`src/sv/rgfr_pkg.sv`:
```
// Shared types and codes for the relay group forwarding router.
// Used by the channel interfaces, the controller, the datapath and the top level.
`default_nettype none

package rgfr_pkg;

    localparam int PEER_W = 64;
    localparam int UID_W  = 32;
    localparam int TAG_W  = 16;

    // request types
    localparam logic [1:0] REQ_PACKET = 2'd0;
    localparam logic [1:0] REQ_CLEAR  = 2'd1;
    localparam logic [1:0] REQ_ADD    = 2'd2;

    // result status codes
    localparam logic [1:0] ST_OK     = 2'd0;
    localparam logic [1:0] ST_UNAUTH = 2'd1;
    localparam logic [1:0] ST_FULL   = 2'd2;
    localparam logic [1:0] ST_CFG    = 2'd3;

    // source of the destination carried by a result word
    typedef enum logic [1:0] {
        SEL_NONE,
        SEL_MCAST,
        SEL_UCAST
    } t_sel;

    // controller to datapath
    typedef struct packed {
        logic       load;
        logic       auth_clear;
        logic       auth_start;
        logic       auth_step;
        logic       auth_write;
        logic       mcast_update;
        logic       u_start;
        logic       u_look_step;
        logic       shift_start;
        logic       shift_step;
        logic       u_insert;
        logic       u_read;
        logic       emit;
        t_sel       emit_sel;
        logic [1:0] emit_status;
        logic       emit_last;
    } t_cmd;

    // datapath to controller
    typedef struct packed {
        logic [1:0] req;
        logic       uid_odd;
        logic       auth_req;
        logic       auth_done;
        logic       auth_hit;
        logic       auth_free;
        logic       look_done;
        logic       u_found;
        logic       u_full;
        logic       u_empty;
        logic       shift_done;
        logic       emit_last;
        logic       out_free;
    } t_stat;

endpackage

`default_nettype wire

```
`src/sv/rgfr_in_if.sv`:
```
// Input channel of the router: one request word with valid/ready.
// Depends on rgfr_pkg for field widths.
`default_nettype none

interface rgfr_in_if;
    logic                         valid;
    logic                         ready;
    logic [1:0]                   req_type;
    logic [rgfr_pkg::PEER_W-1:0]  peer_id;
    logic [rgfr_pkg::UID_W-1:0]   uid;
    logic [rgfr_pkg::TAG_W-1:0]   packet_tag;

    modport source (output valid, req_type, peer_id, uid, packet_tag, input ready);
    modport sink   (input valid, req_type, peer_id, uid, packet_tag, output ready);
endinterface

`default_nettype wire

```
`src/sv/rgfr_out_if.sv`:
```
// Output channel of the router: one forwarding result word with valid/ready.
// Depends on rgfr_pkg for field widths.
`default_nettype none

interface rgfr_out_if;
    logic                         valid;
    logic                         ready;
    logic [rgfr_pkg::PEER_W-1:0]  dest_peer;
    logic                         has_dest;
    logic [rgfr_pkg::TAG_W-1:0]   out_tag;
    logic [1:0]                   status;
    logic                         last;

    modport source (output valid, dest_peer, has_dest, out_tag, status, last, input ready);
    modport sink   (input valid, dest_peer, has_dest, out_tag, status, last, output ready);
endinterface

`default_nettype wire

```
`src/sv/rgfr_ctrl.sv`:
```
// Controller of the router: sequences the authorized list scan, unicast lookup,
// sorted insert and result emission. Depends on rgfr_pkg command/status types.
`default_nettype none

module rgfr_ctrl (
    input  wire logic            i_clk,
    input  wire logic            i_rst_n,
    input  wire logic            i_in_valid,
    output logic                 o_in_ready,
    input  wire rgfr_pkg::t_stat i_stat,
    output rgfr_pkg::t_cmd       o_cmd
);

    typedef enum logic [3:0] {
        S_IDLE,
        S_DISPATCH,
        S_AUTH,
        S_PKT,
        S_ULOOK,
        S_USHIFT,
        S_EMIT_RD,
        S_EMIT_WR,
        S_RESULT
    } t_state;

    t_state         r_state, n_state;
    logic [1:0]     r_st, n_st;
    rgfr_pkg::t_sel r_sel, n_sel;

    assign o_in_ready = (r_state == S_IDLE);

    always_comb begin
        n_state = r_state;
        n_st    = r_st;
        n_sel   = r_sel;
        o_cmd   = '0;
        o_cmd.emit_sel = rgfr_pkg::SEL_NONE;
        o_cmd.load = (r_state == S_IDLE) && i_in_valid;
        unique case (r_state)
            S_IDLE: begin
                if (i_in_valid) n_state = S_DISPATCH;
            end
            S_DISPATCH: begin
                n_sel = rgfr_pkg::SEL_NONE;
                unique case (i_stat.req)
                    rgfr_pkg::REQ_CLEAR: begin
                        o_cmd.auth_clear = 1'b1;
                        n_st    = rgfr_pkg::ST_CFG;
                        n_state = S_RESULT;
                    end
                    rgfr_pkg::REQ_ADD: begin
                        o_cmd.auth_start = 1'b1;
                        n_state = S_AUTH;
                    end
                    rgfr_pkg::REQ_PACKET: begin
                        if (i_stat.auth_req) begin
                            o_cmd.auth_start = 1'b1;
                            n_state = S_AUTH;
                        end else begin
                            n_state = S_PKT;
                        end
                    end
                    default: begin
                        n_st    = rgfr_pkg::ST_OK;
                        n_state = S_RESULT;
                    end
                endcase
            end
            S_AUTH: begin
                o_cmd.auth_step = 1'b1;
                if (i_stat.auth_done) begin
                    if (i_stat.req == rgfr_pkg::REQ_ADD) begin
                        n_state = S_RESULT;
                        if (i_stat.auth_hit) begin
                            n_st = rgfr_pkg::ST_CFG;
                        end else if (i_stat.auth_free) begin
                            o_cmd.auth_write = 1'b1;
                            n_st = rgfr_pkg::ST_CFG;
                        end else begin
                            n_st = rgfr_pkg::ST_FULL;
                        end
                    end else if (i_stat.auth_hit) begin
                        n_state = S_PKT;
                    end else begin
                        n_st    = rgfr_pkg::ST_UNAUTH;
                        n_state = S_RESULT;
                    end
                end
            end
            S_PKT: begin
                o_cmd.u_start = 1'b1;
                if (!i_stat.uid_odd) begin
                    o_cmd.mcast_update = 1'b1;
                    if (i_stat.u_empty) begin
                        n_st    = rgfr_pkg::ST_OK;
                        n_state = S_RESULT;
                    end else begin
                        n_state = S_EMIT_RD;
                    end
                end else begin
                    n_state = S_ULOOK;
                end
            end
            S_ULOOK: begin
                o_cmd.u_look_step = 1'b1;
                if (i_stat.look_done) begin
                    n_sel = rgfr_pkg::SEL_MCAST;
                    if (i_stat.u_found) begin
                        n_st    = rgfr_pkg::ST_OK;
                        n_state = S_RESULT;
                    end else if (i_stat.u_full) begin
                        n_st    = rgfr_pkg::ST_FULL;
                        n_state = S_RESULT;
                    end else begin
                        o_cmd.shift_start = 1'b1;
                        n_state = S_USHIFT;
                    end
                end
            end
            S_USHIFT: begin
                o_cmd.shift_step = 1'b1;
                if (i_stat.shift_done) begin
                    o_cmd.u_insert = 1'b1;
                    n_st    = rgfr_pkg::ST_OK;
                    n_state = S_RESULT;
                end
            end
            S_EMIT_RD: begin
                o_cmd.u_read = 1'b1;
                n_state = S_EMIT_WR;
            end
            S_EMIT_WR: begin
                if (i_stat.out_free) begin
                    o_cmd.emit        = 1'b1;
                    o_cmd.emit_sel    = rgfr_pkg::SEL_UCAST;
                    o_cmd.emit_status = rgfr_pkg::ST_OK;
                    o_cmd.emit_last   = i_stat.emit_last;
                    n_state = i_stat.emit_last ? S_IDLE : S_EMIT_RD;
                end
            end
            S_RESULT: begin
                if (i_stat.out_free) begin
                    o_cmd.emit        = 1'b1;
                    o_cmd.emit_sel    = r_sel;
                    o_cmd.emit_status = r_st;
                    o_cmd.emit_last   = 1'b1;
                    n_state = S_IDLE;
                end
            end
            default: n_state = S_IDLE;
        endcase
    end

    always_ff @(posedge i_clk) begin
        if (!i_rst_n) begin
            r_state <= S_IDLE;
            r_st    <= rgfr_pkg::ST_OK;
            r_sel   <= rgfr_pkg::SEL_NONE;
        end else begin
            r_state <= n_state;
            r_st    <= n_st;
            r_sel   <= n_sel;
        end
    end

    a_load_dispatch: assert property (@(posedge i_clk) disable iff (!i_rst_n)
        o_cmd.load |=> r_state == S_DISPATCH)
        else $error("accepted word not dispatched");

    a_last_idle: assert property (@(posedge i_clk) disable iff (!i_rst_n)
        (o_cmd.emit && o_cmd.emit_last) |=> r_state == S_IDLE)
        else $error("final result did not return to idle");

    a_one_walk: assert property (@(posedge i_clk) disable iff (!i_rst_n)
        $onehot0({o_cmd.auth_step, o_cmd.u_look_step, o_cmd.shift_step, o_cmd.u_read}))
        else $error("two table walks at once");

endmodule

`default_nettype wire

```
`src/sv/rgfr_datapath.sv`:
```
// Datapath of the router: request capture, authorized list memory, sorted unicast
// table memory, multicast slot and the output register. Depends on rgfr_pkg and the
// channel interfaces.
`default_nettype none

module rgfr_datapath #(
    parameter int AUTH_DEPTH  = 16,
    parameter int UCAST_DEPTH = 16
) (
    input  wire logic            i_clk,
    input  wire logic            i_rst_n,
    input  wire logic            i_cfg_we,
    input  wire logic            i_cfg_wdata,
    rgfr_in_if.sink              i_in,
    rgfr_out_if.source           o_out,
    input  wire rgfr_pkg::t_cmd  i_cmd,
    output rgfr_pkg::t_stat      o_stat
);

    localparam int PW   = rgfr_pkg::PEER_W;
    localparam int UIDW = rgfr_pkg::UID_W;
    localparam int TW   = rgfr_pkg::TAG_W;
    localparam int EW   = UIDW + PW;
    localparam int AW   = (AUTH_DEPTH > 1) ? $clog2(AUTH_DEPTH) : 1;
    localparam int AIW  = AW + 1;
    localparam int UW   = (UCAST_DEPTH > 1) ? $clog2(UCAST_DEPTH) : 1;
    localparam int UIW  = UW + 1;
    localparam logic [AIW-1:0] A_DEPTH = AIW'(AUTH_DEPTH);
    localparam logic [UIW-1:0] U_DEPTH = UIW'(UCAST_DEPTH);

    // configuration
    logic r_auth_req;

    // captured request word
    logic [1:0]      r_req;
    logic [PW-1:0]   r_peer;
    logic [UIDW-1:0] r_uid;
    logic [TW-1:0]   r_tag;

    // authorized list
    logic [PW-1:0]         r_auth_mem [AUTH_DEPTH];
    logic [PW-1:0]         r_auth_rdata;
    logic [AUTH_DEPTH-1:0] r_auth_valid;
    logic [AIW-1:0]        r_a_idx;
    logic                  r_a_pend;
    logic [AW-1:0]         r_a_pidx;
    logic                  r_a_hit;
    logic                  r_a_free;
    logic [AW-1:0]         r_a_fidx;
    logic                  w_a_rd;
    logic [AW-1:0]         w_a_addr;
    logic                  w_a_done;

    // multicast slot
    logic            r_m_valid;
    logic [UIDW-1:0] r_m_uid;
    logic [PW-1:0]   r_m_peer;

    // unicast table, kept sorted by uid in entries below r_u_cnt
    logic [EW-1:0]   r_u_mem [UCAST_DEPTH];
    logic [EW-1:0]   r_u_rdata;
    logic [UIW-1:0]  r_u_cnt;
    logic [UIW-1:0]  r_u_idx;
    logic            r_u_pend;
    logic [UW-1:0]   r_u_pidx;
    logic            r_u_found;
    logic [UIW-1:0]  r_u_pos;
    logic            w_u_look_rd;
    logic            w_u_shift_rd;
    logic            w_u_rd;
    logic [UIW-1:0]  w_u_idx_dec;
    logic [UW-1:0]   w_u_raddr;
    logic            w_u_we;
    logic [UW-1:0]   w_u_waddr;
    logic [EW-1:0]   w_u_wdata;
    logic [UIDW-1:0] w_ruid;
    logic [PW-1:0]   w_rpeer;

    // output register
    logic            r_o_valid;
    logic [PW-1:0]   r_o_dest;
    logic            r_o_has;
    logic [TW-1:0]   r_o_tag;
    logic [1:0]      r_o_status;
    logic            r_o_last;
    logic            w_out_free;

    always_ff @(posedge i_clk) begin
        if (!i_rst_n) begin
            r_auth_req <= 1'b1;
        end else if (i_cfg_we) begin
            r_auth_req <= i_cfg_wdata;
        end
    end

    always_ff @(posedge i_clk) begin
        if (i_cmd.load) begin
            r_req  <= i_in.req_type;
            r_peer <= i_in.peer_id;
            r_uid  <= i_in.uid;
            r_tag  <= i_in.packet_tag;
        end
    end

    // ---------------- authorized list ----------------
    assign w_a_rd   = i_cmd.auth_step && (r_a_idx < A_DEPTH);
    assign w_a_addr = r_a_idx[AW-1:0];
    assign w_a_done = (r_a_idx == A_DEPTH) && !r_a_pend;

    always_ff @(posedge i_clk) begin
        if (w_a_rd) r_auth_rdata <= r_auth_mem[w_a_addr];
        if (i_cmd.auth_write) r_auth_mem[r_a_fidx] <= r_peer;
    end

    always_ff @(posedge i_clk) begin
        if (!i_rst_n) begin
            r_auth_valid <= '0;
            r_a_idx      <= '0;
            r_a_pend     <= 1'b0;
            r_a_hit      <= 1'b0;
            r_a_free     <= 1'b0;
        end else begin
            if (i_cmd.auth_clear) begin
                r_auth_valid <= '0;
            end else if (i_cmd.auth_write) begin
                r_auth_valid[r_a_fidx] <= 1'b1;
            end
            if (i_cmd.auth_start) begin
                r_a_idx  <= '0;
                r_a_pend <= 1'b0;
                r_a_hit  <= 1'b0;
                r_a_free <= 1'b0;
            end else begin
                r_a_pend <= w_a_rd;
                if (w_a_rd) begin
                    r_a_idx <= r_a_idx + AIW'(1);
                    // remember the lowest free entry as the walk passes it
                    if (!r_auth_valid[w_a_addr] && !r_a_free) r_a_free <= 1'b1;
                end
                if (r_a_pend && r_auth_valid[r_a_pidx] && (r_auth_rdata == r_peer)) begin
                    r_a_hit <= 1'b1;
                end
            end
        end
    end

    always_ff @(posedge i_clk) begin
        if (w_a_rd) begin
            r_a_pidx <= w_a_addr;
            if (!r_auth_valid[w_a_addr] && !r_a_free) r_a_fidx <= w_a_addr;
        end
    end

    // ---------------- multicast slot ----------------
    always_ff @(posedge i_clk) begin
        if (!i_rst_n) begin
            r_m_valid <= 1'b0;
            r_m_uid   <= '0;
            r_m_peer  <= '0;
        end else if (i_cmd.mcast_update && !(r_m_valid && (r_m_uid == r_uid))) begin
            r_m_valid <= 1'b1;
            r_m_uid   <= r_uid;
            r_m_peer  <= r_peer;
        end
    end

    // ---------------- unicast table ----------------
    assign w_ruid       = r_u_rdata[EW-1:PW];
    assign w_rpeer      = r_u_rdata[PW-1:0];
    assign w_u_look_rd  = i_cmd.u_look_step && (r_u_idx < r_u_cnt);
    assign w_u_shift_rd = i_cmd.shift_step && (r_u_idx > r_u_pos);
    assign w_u_rd       = w_u_look_rd || w_u_shift_rd || i_cmd.u_read;
    assign w_u_idx_dec  = r_u_idx - UIW'(1);
    assign w_u_raddr    = i_cmd.shift_step ? w_u_idx_dec[UW-1:0] : r_u_idx[UW-1:0];
    // shift moves an entry up by one; insert drops the new entry into the gap
    assign w_u_we       = (i_cmd.shift_step && r_u_pend) || i_cmd.u_insert;
    assign w_u_waddr    = i_cmd.u_insert ? r_u_pos[UW-1:0] : r_u_pidx;
    assign w_u_wdata    = i_cmd.u_insert ? {r_uid, r_peer} : r_u_rdata;

    always_ff @(posedge i_clk) begin
        if (w_u_rd) r_u_rdata <= r_u_mem[w_u_raddr];
        if (w_u_we) r_u_mem[w_u_waddr] <= w_u_wdata;
    end

    always_ff @(posedge i_clk) begin
        if (!i_rst_n) begin
            r_u_cnt   <= '0;
            r_u_idx   <= '0;
            r_u_pend  <= 1'b0;
            r_u_found <= 1'b0;
            r_u_pos   <= '0;
        end else begin
            if (i_cmd.u_insert) r_u_cnt <= r_u_cnt + UIW'(1);
            if (i_cmd.u_start) begin
                r_u_idx   <= '0;
                r_u_pend  <= 1'b0;
                r_u_found <= 1'b0;
                r_u_pos   <= '0;
            end else if (i_cmd.shift_start) begin
                r_u_idx  <= r_u_cnt;
                r_u_pend <= 1'b0;
            end else begin
                r_u_pend <= w_u_look_rd || w_u_shift_rd;
                if (w_u_look_rd || i_cmd.u_read) begin
                    r_u_idx <= r_u_idx + UIW'(1);
                end else if (w_u_shift_rd) begin
                    r_u_idx <= w_u_idx_dec;
                end
                if (i_cmd.u_look_step && r_u_pend) begin
                    if (w_ruid == r_uid) r_u_found <= 1'b1;
                    // count smaller uids to find the insert position
                    if (w_ruid < r_uid) r_u_pos <= r_u_pos + UIW'(1);
                end
            end
        end
    end

    always_ff @(posedge i_clk) begin
        if (w_u_shift_rd) r_u_pidx <= r_u_idx[UW-1:0];
    end

    // ---------------- output register ----------------
    assign w_out_free = !r_o_valid || o_out.ready;

    always_ff @(posedge i_clk) begin
        if (!i_rst_n) begin
            r_o_valid <= 1'b0;
        end else if (i_cmd.emit) begin
            r_o_valid <= 1'b1;
        end else if (o_out.ready) begin
            r_o_valid <= 1'b0;
        end
    end

    always_ff @(posedge i_clk) begin
        if (i_cmd.emit) begin
            r_o_tag    <= r_tag;
            r_o_status <= i_cmd.emit_status;
            r_o_last   <= i_cmd.emit_last;
            case (i_cmd.emit_sel)
                rgfr_pkg::SEL_UCAST: begin
                    r_o_dest <= w_rpeer;
                    r_o_has  <= 1'b1;
                end
                rgfr_pkg::SEL_MCAST: begin
                    r_o_dest <= r_m_valid ? r_m_peer : '0;
                    r_o_has  <= r_m_valid;
                end
                default: begin
                    r_o_dest <= '0;
                    r_o_has  <= 1'b0;
                end
            endcase
        end
    end

    assign o_out.valid     = r_o_valid;
    assign o_out.dest_peer = r_o_dest;
    assign o_out.has_dest  = r_o_has;
    assign o_out.out_tag   = r_o_tag;
    assign o_out.status    = r_o_status;
    assign o_out.last      = r_o_last;

    // ---------------- status to controller ----------------
    always_comb begin
        o_stat            = '0;
        o_stat.req        = r_req;
        o_stat.uid_odd    = r_uid[0];
        o_stat.auth_req   = r_auth_req;
        o_stat.auth_done  = w_a_done;
        o_stat.auth_hit   = r_a_hit;
        o_stat.auth_free  = r_a_free;
        o_stat.look_done  = (r_u_idx == r_u_cnt) && !r_u_pend;
        o_stat.u_found    = r_u_found;
        o_stat.u_full     = (r_u_cnt == U_DEPTH);
        o_stat.u_empty    = (r_u_cnt == '0);
        o_stat.shift_done = (r_u_idx == r_u_pos) && !r_u_pend;
        o_stat.emit_last  = (r_u_idx == r_u_cnt);
        o_stat.out_free   = w_out_free;
    end

    a_cnt_range: assert property (@(posedge i_clk) disable iff (!i_rst_n)
        r_u_cnt <= U_DEPTH)
        else $error("unicast count beyond table depth");

    a_auth_write: assert property (@(posedge i_clk) disable iff (!i_rst_n)
        i_cmd.auth_write |-> (w_a_done && r_a_free && !r_a_hit))
        else $error("authorized entry written without a free slot");

    a_insert_ok: assert property (@(posedge i_clk) disable iff (!i_rst_n)
        i_cmd.u_insert |-> (!r_u_found && (r_u_cnt < U_DEPTH)))
        else $error("unicast insert into full table or duplicate");

    a_emit_free: assert property (@(posedge i_clk) disable iff (!i_rst_n)
        i_cmd.emit |-> w_out_free)
        else $error("result overwrote a waiting word");

endmodule

`default_nettype wire

```
`src/sv/relay_group_forwarding_router.sv`:
```
// Top level of the relay group forwarding router: controller plus datapath.
// Depends on rgfr_pkg, rgfr_in_if, rgfr_out_if, rgfr_ctrl and rgfr_datapath.
//
//  channel   dir  handshake      word
//  i_in      in   valid/ready    req_type, peer_id, uid, packet_tag
//  o_out     out  valid/ready    dest_peer, has_dest, out_tag, status, last
//  cfg       in   i_cfg_we       i_cfg_wdata = auth_required
//
// One request at a time. An add, or any packet while auth_required is set, first walks
// the authorized list. An even-uid packet reads the sorted unicast table; an odd-uid
// packet looks it up, and an insert shifts each larger entry up one per cycle. Reset is
// synchronous, no clearing pass. A stalled output holds its word; the next request is
// taken while that word waits.
`default_nettype none

module relay_group_forwarding_router #(
    parameter int AUTH_DEPTH  = 16,
    parameter int UCAST_DEPTH = 16
) (
    input  wire logic  i_clk,
    input  wire logic  i_rst_n,
    rgfr_in_if.sink    i_in,
    rgfr_out_if.source o_out,
    input  wire logic  i_cfg_we,
    input  wire logic  i_cfg_wdata
);

    rgfr_pkg::t_cmd  w_cmd;
    rgfr_pkg::t_stat w_stat;
    logic            w_in_ready;

    assign i_in.ready = w_in_ready;

    rgfr_ctrl u_ctrl (
        .i_clk      (i_clk),
        .i_rst_n    (i_rst_n),
        .i_in_valid (i_in.valid),
        .o_in_ready (w_in_ready),
        .i_stat     (w_stat),
        .o_cmd      (w_cmd)
    );

    rgfr_datapath #(
        .AUTH_DEPTH  (AUTH_DEPTH),
        .UCAST_DEPTH (UCAST_DEPTH)
    ) u_datapath (
        .i_clk       (i_clk),
        .i_rst_n     (i_rst_n),
        .i_cfg_we    (i_cfg_we),
        .i_cfg_wdata (i_cfg_wdata),
        .i_in        (i_in),
        .o_out       (o_out),
        .i_cmd       (w_cmd),
        .o_stat      (w_stat)
    );

endmodule

`default_nettype wire

```
`src/flat_wrapper.sv`:
```
// flat-port wrapper written by rule: the top's interface ports become plain ports
module relay_group_forwarding_router_flat 
#(
    parameter int AUTH_DEPTH  = 16,
    parameter int UCAST_DEPTH = 16
)
  (i_clk, i_rst_n, i_cfg_we, i_cfg_wdata, i_in_valid, i_in_req_type, i_in_peer_id, i_in_uid, i_in_packet_tag, i_in_ready, o_out_valid, o_out_dest_peer, o_out_has_dest, o_out_out_tag, o_out_status, o_out_last, o_out_ready);
  rgfr_in_if i_in_i ();
  rgfr_out_if o_out_i ();
  input  wire logic i_clk;
  input  wire logic i_rst_n;
  input  wire logic i_cfg_we;
  input  wire logic i_cfg_wdata;
  input wire logic [$bits(i_in_i.valid)-1:0] i_in_valid;
  input wire logic [$bits(i_in_i.req_type)-1:0] i_in_req_type;
  input wire logic [$bits(i_in_i.peer_id)-1:0] i_in_peer_id;
  input wire logic [$bits(i_in_i.uid)-1:0] i_in_uid;
  input wire logic [$bits(i_in_i.packet_tag)-1:0] i_in_packet_tag;
  output wire logic [$bits(i_in_i.ready)-1:0] i_in_ready;
  output wire logic [$bits(o_out_i.valid)-1:0] o_out_valid;
  output wire logic [$bits(o_out_i.dest_peer)-1:0] o_out_dest_peer;
  output wire logic [$bits(o_out_i.has_dest)-1:0] o_out_has_dest;
  output wire logic [$bits(o_out_i.out_tag)-1:0] o_out_out_tag;
  output wire logic [$bits(o_out_i.status)-1:0] o_out_status;
  output wire logic [$bits(o_out_i.last)-1:0] o_out_last;
  input wire logic [$bits(o_out_i.ready)-1:0] o_out_ready;
  assign i_in_i.valid = i_in_valid;
  assign i_in_i.req_type = i_in_req_type;
  assign i_in_i.peer_id = i_in_peer_id;
  assign i_in_i.uid = i_in_uid;
  assign i_in_i.packet_tag = i_in_packet_tag;
  assign i_in_ready = i_in_i.ready;
  assign o_out_valid = o_out_i.valid;
  assign o_out_dest_peer = o_out_i.dest_peer;
  assign o_out_has_dest = o_out_i.has_dest;
  assign o_out_out_tag = o_out_i.out_tag;
  assign o_out_status = o_out_i.status;
  assign o_out_last = o_out_i.last;
  assign o_out_i.ready = o_out_ready;
  relay_group_forwarding_router #(.AUTH_DEPTH(AUTH_DEPTH), .UCAST_DEPTH(UCAST_DEPTH)) u_core (.i_clk(i_clk), .i_rst_n(i_rst_n), .i_in(i_in_i), .o_out(o_out_i), .i_cfg_we(i_cfg_we), .i_cfg_wdata(i_cfg_wdata));
endmodule
```
`config.mk`:
```
export PLATFORM = sky130hd
export DESIGN_NAME = relay_group_forwarding_router_flat
export DESIGN_NICKNAME = d
export VERILOG_FILES = /design/src/sv/rgfr_pkg.sv /design/src/sv/rgfr_in_if.sv /design/src/sv/rgfr_out_if.sv /design/src/sv/rgfr_ctrl.sv /design/src/sv/rgfr_datapath.sv /design/src/sv/relay_group_forwarding_router.sv /design/src/flat_wrapper.sv
export SDC_FILE = /design/constraint.sdc
export NUM_CORES = 2
export LEC_CHECK = 0
export ABC_AREA = 1
export ABC_CLOCK_PERIOD_IN_PS = 9500
export BUFFER_PORTS_ARGS = -buffer_cell sky130_fd_sc_hd__buf_2
export CAP_MARGIN = 10
export CORE_MARGIN = 1.5
export CORE_UTILIZATION = 52
export CTS_BUF_LIST = sky130_fd_sc_hd__clkbuf_8
export DETAILED_ROUTE_END_ITERATION = 7
export PLACE_DENSITY = 0.68
export SYNTH_ARGS = -nofsm -noshare
export SYNTH_HDL_FRONTEND = slang
export SYNTH_SLANG_ARGS = --single-unit
```
`constraint.sdc`:
```
create_clock -name i_clk -period 9.5 [get_ports i_clk]
set_input_delay 0.475 -clock i_clk [delete_from_list [all_inputs] [get_ports i_clk]]
set_output_delay 0.475 -clock i_clk [all_outputs]
set_load 0.02 [all_outputs]
```
# Word-level counts from Yosys, hierarchy flattened
# Memory sizes are Yosys's and may differ from the RTL's. A register that Yosys moved wholly into a read port is not among the register bits.
# Cells that the tools add are included.
# word_totals
register_bits	358
ramBits	2560
out_inout_bits	86
memories	2
# classes
add_sub_neg	5
magnitude_cmp	8
eq_ne	30
muxes	73
bitwise_logic	3
reduce_logical	44
# memory_table
memory	words	word_bits	read_ports	rd_clocked_by_memory_dff	write_ports	line_no	text
u_core.u_datapath.r_u_mem	16	96	1	1	1	rgfr_datapath.sv:60	logic [EW-1:0] r_u_mem [UCAST_DEPTH];
u_core.u_datapath.r_auth_mem	16	64	1	1	1	rgfr_datapath.sv:41	logic [PW-1:0] r_auth_mem [AUTH_DEPTH];
# op_table
operator	n
$pmux 64 s2	1
$mux 96	1
$eq 32x32->1	2
$eq 64x64->1	1
$mux 64	1
$mux 4	14
$pmux 4 s9	1
$lt 32x32->1	1
$mux 2	15
$mux 1	24
$add 5x1->5 const B	4
$ne 2x2->1 const B	9
$eq 4x3->1 const B	4
$or 16x16->16	1
$logic_and 1x1->1	15
$lt 4x5->1 const B	3
$mux 5	3
$mux 6	2
$pmux 6 s2	1
$eq 5x5->1	2
$eq 5x5->1 const B	2
$pmux 2 s5	1
$reduce_and 9->1	1
$bmux 1 s4	2
30 further kinds	52

# Longest topological paths before layout
# depth
depth_word	9
ltp_mapped	15
ltp_nobuf	15

# Least setup slack after synthesis
# OpenSTA, ideal clock, no wires.
# synth_timing
kind	register to register
startpoint	register u_core.u_datapath.r_a_idx[1]
endpoint	memory u_core.u_datapath.r_auth_mem[3][0] (netlist name), enable pin
setup_ns	0.644
t_arrival_ns	7.804
required_time_ns	8.856
slack_ns	1.052
path_stages_with_launch	11
n_path_buf	4
period_less_slack_ns	8.448
cell_sequence	dfxtp_1 > clkbuf_1 > inv_1 > buf_2 > clkbuf_1 > clkbuf_1 > ha_1 > nand4_1 > inv_1 > nand4_1 > nor4_1
# synth_via
elab_chain_len	6
# synth_rtl
element	line_no	text
start, declared	rgfr_datapath.sv:44	logic [AIW-1:0] r_a_idx;
start signal, assigned	rgfr_datapath.sv:136	r_a_idx <= r_a_idx + AIW'(1);
$eq 5x5->1	rgfr_datapath.sv:108	assign w_a_done = (r_a_idx == A_DEPTH) && !r_a_pend;
$logic_and 1x1->1	rgfr_datapath.sv:108	
$mux 1	rgfr_ctrl.sv:71	if (i_stat.auth_done) begin
$mux 2	rgfr_ctrl.sv:39	unique case (r_state)
$mux 1	rgfr_datapath.sv:112	if (i_cmd.auth_write) r_auth_mem[r_a_fidx] <= r_peer;
$mux 1 (implied by the code)	rgfr_datapath.sv:112	
end, declared	rgfr_datapath.sv:41	
# No other way between the ends.

# Worst setup path after layout
# layout_timing
startpoint	register u_core.u_datapath.r_u_idx[0]
endpoint	memory u_core.u_datapath.r_u_mem[11][57] (netlist name), enable pin
# layout_via
elab_chain_len	7
# layout_rtl
element	line_no	text
start, declared	rgfr_datapath.sv:63	logic [UIW-1:0] r_u_idx;
start signal, assigned	rgfr_datapath.sv:200	r_u_idx <= r_u_cnt;
start signal, assigned	rgfr_datapath.sv:205	r_u_idx <= r_u_idx + UIW'(1);
start signal, assigned	rgfr_datapath.sv:207	r_u_idx <= w_u_idx_dec;
$eq 5x5->1 *	rgfr_datapath.sv:277	o_stat.shift_done = (r_u_idx == r_u_pos) && !r_u_pend;
$logic_and 1x1->1 *	rgfr_datapath.sv:277	
$mux 1 *	rgfr_ctrl.sv:122	if (i_stat.shift_done) begin
$mux 2 *	rgfr_ctrl.sv:39	
$logic_or 1x1->1	rgfr_datapath.sv:176	assign w_u_we = (i_cmd.shift_step && r_u_pend) || i_cmd.u_insert;
$mux 1	rgfr_datapath.sv:182	if (w_u_we) r_u_mem[w_u_waddr] <= w_u_wdata;
$mux 1 (implied by the code)	rgfr_datapath.sv:182	
end, declared	rgfr_datapath.sv:60	
# Every way passes the cells marked *; elsewhere a longest branch is shown, timed or not.

==> summary.txt <==
Die
  • Initial core utilization: 0.522
  • Std-Cell Core Area: 0.243 mm2
  • Die Height: 497 um
  • Die width: 497 um
  • Die footprint: roughly 0.25 mm2
  • Row cnt: 181
  • Ports: between 200 and 250

Cells and area
  • Final std cells w/o fill: around 15000
  • Fin nets: 12000
  • Layout cell share with drive strength beyond 1: 0.0884
  • Area grow syn2layout: 11.9%
  • Final instance area: 0.142 mm2

GRT
  • Vias in the first global route: 84600
  • GRT Util Overall: 0.271
  • Initial antenna violation count: 8
  • Global route overflow: 0
  • Largest net degree at the start of global routing: between 150 and 200
  • First-pass GRT wire length: 509 mm

Logic synthesis
  • Multiplexer share of the synthesized area: 0
  • Gate Count Post-Synth: 11400
  • Unique cell type count in the Yosys netlist: 38
  • Syn_nets: 11500
  • Simple logic cell fraction of the synthesized area: 0.164
  • Synthesized area per cell: 11.2 um2
  • Seq/Total Area, Yosys: 0.716
  • Cell taking the most area after synthesis: edfxtp_1
  • Post-Synth XOR/XNOR Area: 0.00502
  • Area fraction of the dominant cell type after synthesis: 0.693
  • Flops & latches, synth: 3077
  • Largest family of logic cells by synthesized area: simple AND/OR/NAND/NOR gates
  • Netlist Area Pre-Place: about 0.13 mm2
  • Compound-Gate Fraction of Synth Area: 0.0480
  • Synth top area cells: edfxtp_1 69%, nand2_1 8.2%, nand3_1 5.4%
  • Adder-Cell Fraction of Synth Area: 0.00503
  • Ys Warns: 0

Worst setup path
  • Crit-path max FO: 132
  • Arrival @ worst endpoint: 6.39 ns
  • Worst R2R Start: u_core.u_datapath.r_u_idx[0]$_SDFFE_PP0P_
  • FF-to-FF setup slack: 3.77 ns
  • CP required: between 10 and 15 ns
  • Endpoint type of the worst setup path: flip-flop
  • Startpoint Class: flip-flop
  • Crit Path Class: flip-flop to flip-flop
  • FF-to-FF End: u_core.u_datapath.r_u_mem[11][57]$_DFFE_PP_
  • Worst R2R Path Depth: 12

Power and ir drop
  • Peak VDD IR: between 0.00015 and 0.0002 V
  • Leak: approximately 55 nW
  • Power Density: 196 mW/mm2

STA
  • Relative slew slack: 0.171
  • Fmax: 175 MHz
  • Max Slew Vio Count: 0
  • Setup violators final: 0
  • Setup TNS: 0 ns
  • Clock period minus final worst setup slack: around 5.7 ns
  • Final hold violations: 0
  • RSZ-0062 raised after global routing: false
  • Layout Skew: 0.115 ns
  • PnR worst setup slack: 3.77 ns
  • Slew @ Worst Pin: 1.24 ns
  • Final period utilization: 0.603

Hold path
  • Hold EP: u_core.u_datapath.r_peer[12]$_DFFE_PP_
  • Hold path cells: 2
  • Min-Delay Path Class: input pin to flip-flop
  • Hold path start: i_in_peer_id[12]

Placed design
  • Hpwl dp: between 150 and 200 mm
  • PortBufs: a little over 200
  • Gpl congestion: around 0.84
  • Cell Area, Placed: 0.131 mm2
  • Setup WS pre-CTS: 3.89 ns
  • Inst Count DP: 14400

CTS
  • Clock sink count: 3077
  • CTS buffer count: 491
  • CTS tree: built
  • Bufs on Longest Clock Path: 4
  • Clk_lat worst skew: between 1 and 1.5 ns
  • H-Tree Depth: 5
  • Setup Fix Bufs, Post-CTS: 0
  • Clk pin slew, worst setup/hold paths: 0.07 ns
  • Root buffer cell: clkbuf_8

Detailed routing
  • Mean number of vias per cell: around 5.6
  • DRT Wirelength: 340 mm
  • Avg WL per Cell: 22.1 um
  • Initial DRC count: 9898
  • Vias: 86500
  • Detailed Routing Iterations Pass 1: 6
  • Routed Antenna Nets: 0
  • DRC Markers: 0

Run
  • Max Cap Violations: 0

Status
  • Status: completed
==> power by group <==
part           total [mW]  switching (mW)  internal [mW]
clock                10.4            5.11           5.28
combinational        1.77            1.31          0.455
sequential           15.7           0.398           15.3
==> logic make-up (layout without fill, tap and decap cells) <==
logic type,count (synthesis),in the layout
simple gates,5003,5003
flops,3077,3077
buf+inv,2016,2853
compound gates,1145,1145
xor+xnor,71,71
fa+ha+maj,51,51
other cells,0,12
==> cells in the final DEF (no fill, tap or decap), drive strengths merged <==
master,n
edfxtp,2930
nand2,2782
inv,1542
nand3,1363
nor2,745
o21ai,652
clkbuf,513
buf,426
o22ai,259
a21oi,225
clkinv,184
dlygate4sd3,168
dfxtp,147
nand4,83
xor2,56
ha,51
xnor2,15
nor3,13
diode,12
bufinv,12
or2,9
clkinvlp,8
nand3b,3
nor4,3
o21bai,2
a31oi,2
nor3b,2
o211ai,2
a21o,1
o21a,1
a211oi,1
==> final cells by class <==
| class | instances | area, um2 |
|---|---|---|
| Multi-Input combinational cell | 6270 | 28500 |
| Inverter | 1392 | 5270 |
| Tap cell | 3202 | 4010 |
| Fill cell | 19400 | 101000 |
| Clock buffer | 513 | 7060 |
| Antenna cell | 12 | 30.0 |
| Clock inverter | 354 | 1770 |
| Timing Repair Buffer | 594 | 4490 |
| Sequential cell | 3077 | 90900 |
==> worst max-delay path, stage by stage, from the launching register on <==
cell and delay, ns:
dfxtp_1 0.53, inv_2 0.19, ha_1 0.34, nand2_1 0.11, inv_1 0.09, nand3_4 0.26
buf_12 0.48, inv_1 0.27, or2_2 0.34, o21ai_0 0.24, nand2_1 0.38, nor2_4 0.95
buf_4 0.92
==> state kept, by name, indices dropped and copies added (netlist names), 32 cells and up <==
name / flops
u_core.u_datapath.r_m_uid: 32
u_core.u_datapath.r_auth_rdata: 64
u_core.u_datapath.r_m_peer: 64
u_core.u_datapath.o_out.dest_peer: 64
u_core.u_datapath.r_u_mem: 1536
u_core.u_datapath.r_peer: 64
u_core.u_datapath.r_u_rdata: 96
u_core.u_datapath.r_uid: 32
u_core.u_datapath.r_auth_mem: 1024
==> synthesized netlist by cell type, drive strengths merged <==
cell,count
edfxtp,2930
nor3,13
nor4,3
nand3,1363
o211ai,2
clkinv,1
a21o,1
o21bai,2
o21ai,652
nand3b,3
nor3b,2
inv,1391
xor2,56
a211oi,1
nand4,83
nor2,745
o22ai,259
dfxtp,147
clkbuf,348
a31oi,2
o21a,1
ha,51
a21oi,225
nand2,2782
buf,276
or2,9
xnor2,15
==> what timing repair did <==
item,4_1_cts,5_1_grt
endpoints found under the hold margin,165,0
gates resized for setup,0,0
hold buffers,168,0
==> per-stage QoR <==
step	util	total power, mW	hold slack, ns
floorplan	-	16.8	0.400
global placement	0.541	17.6	0.400
detailed placement	0.541	17.7	0.405
CTS	0.584	28.0	0.00216
global route	0.584	28.8	0.0214
finish	0.585	27.9	0.0797
==> worst max path at each step <==
| stage | startpoint | to | slack [ns] | cells past startpoint |
|---|---|---|---|---|
| floorplan | u_core.u_datapath.r_a_idx[1]$_SDFFE_PP0P_ | u_core.u_datapath.r_auth_mem[3][0]$_DFFE_PP_ | 1.05 | 10 |
| global placement | u_core.u_datapath.r_u_idx[2]$_SDFFE_PP0P_ | u_core.u_datapath.r_u_mem[11][33]$_DFFE_PP_ | 3.88 | 13 |
| detailed placement | u_core.u_datapath.r_u_idx[0]$_SDFFE_PP0P_ | u_core.u_datapath.r_u_mem[11][48]$_DFFE_PP_ | 3.89 | 12 |
| CTS | u_core.u_datapath.r_u_idx[0]$_SDFFE_PP0P_ | u_core.u_datapath.r_u_mem[11][66]$_DFFE_PP_ | 3.81 | 12 |
| global route | u_core.u_datapath.r_u_idx[0]$_SDFFE_PP0P_ | u_core.u_datapath.r_u_mem[11][58]$_DFFE_PP_ | 3.56 | 12 |
| finish | u_core.u_datapath.r_u_idx[0]$_SDFFE_PP0P_ | u_core.u_datapath.r_u_mem[11][57]$_DFFE_PP_ | 3.77 | 12 |
==> routing by layer <==
layer | global-route usage | part of all wire
met5 | 0 | 0.000038
met4 | 0.112 | 0.039
met3 | 0.0417 | 0.081
met2 | 0.453 | 0.49
met1 | 0.354 | 0.39
No activity file was read; power rests on OpenSTA's default activity.
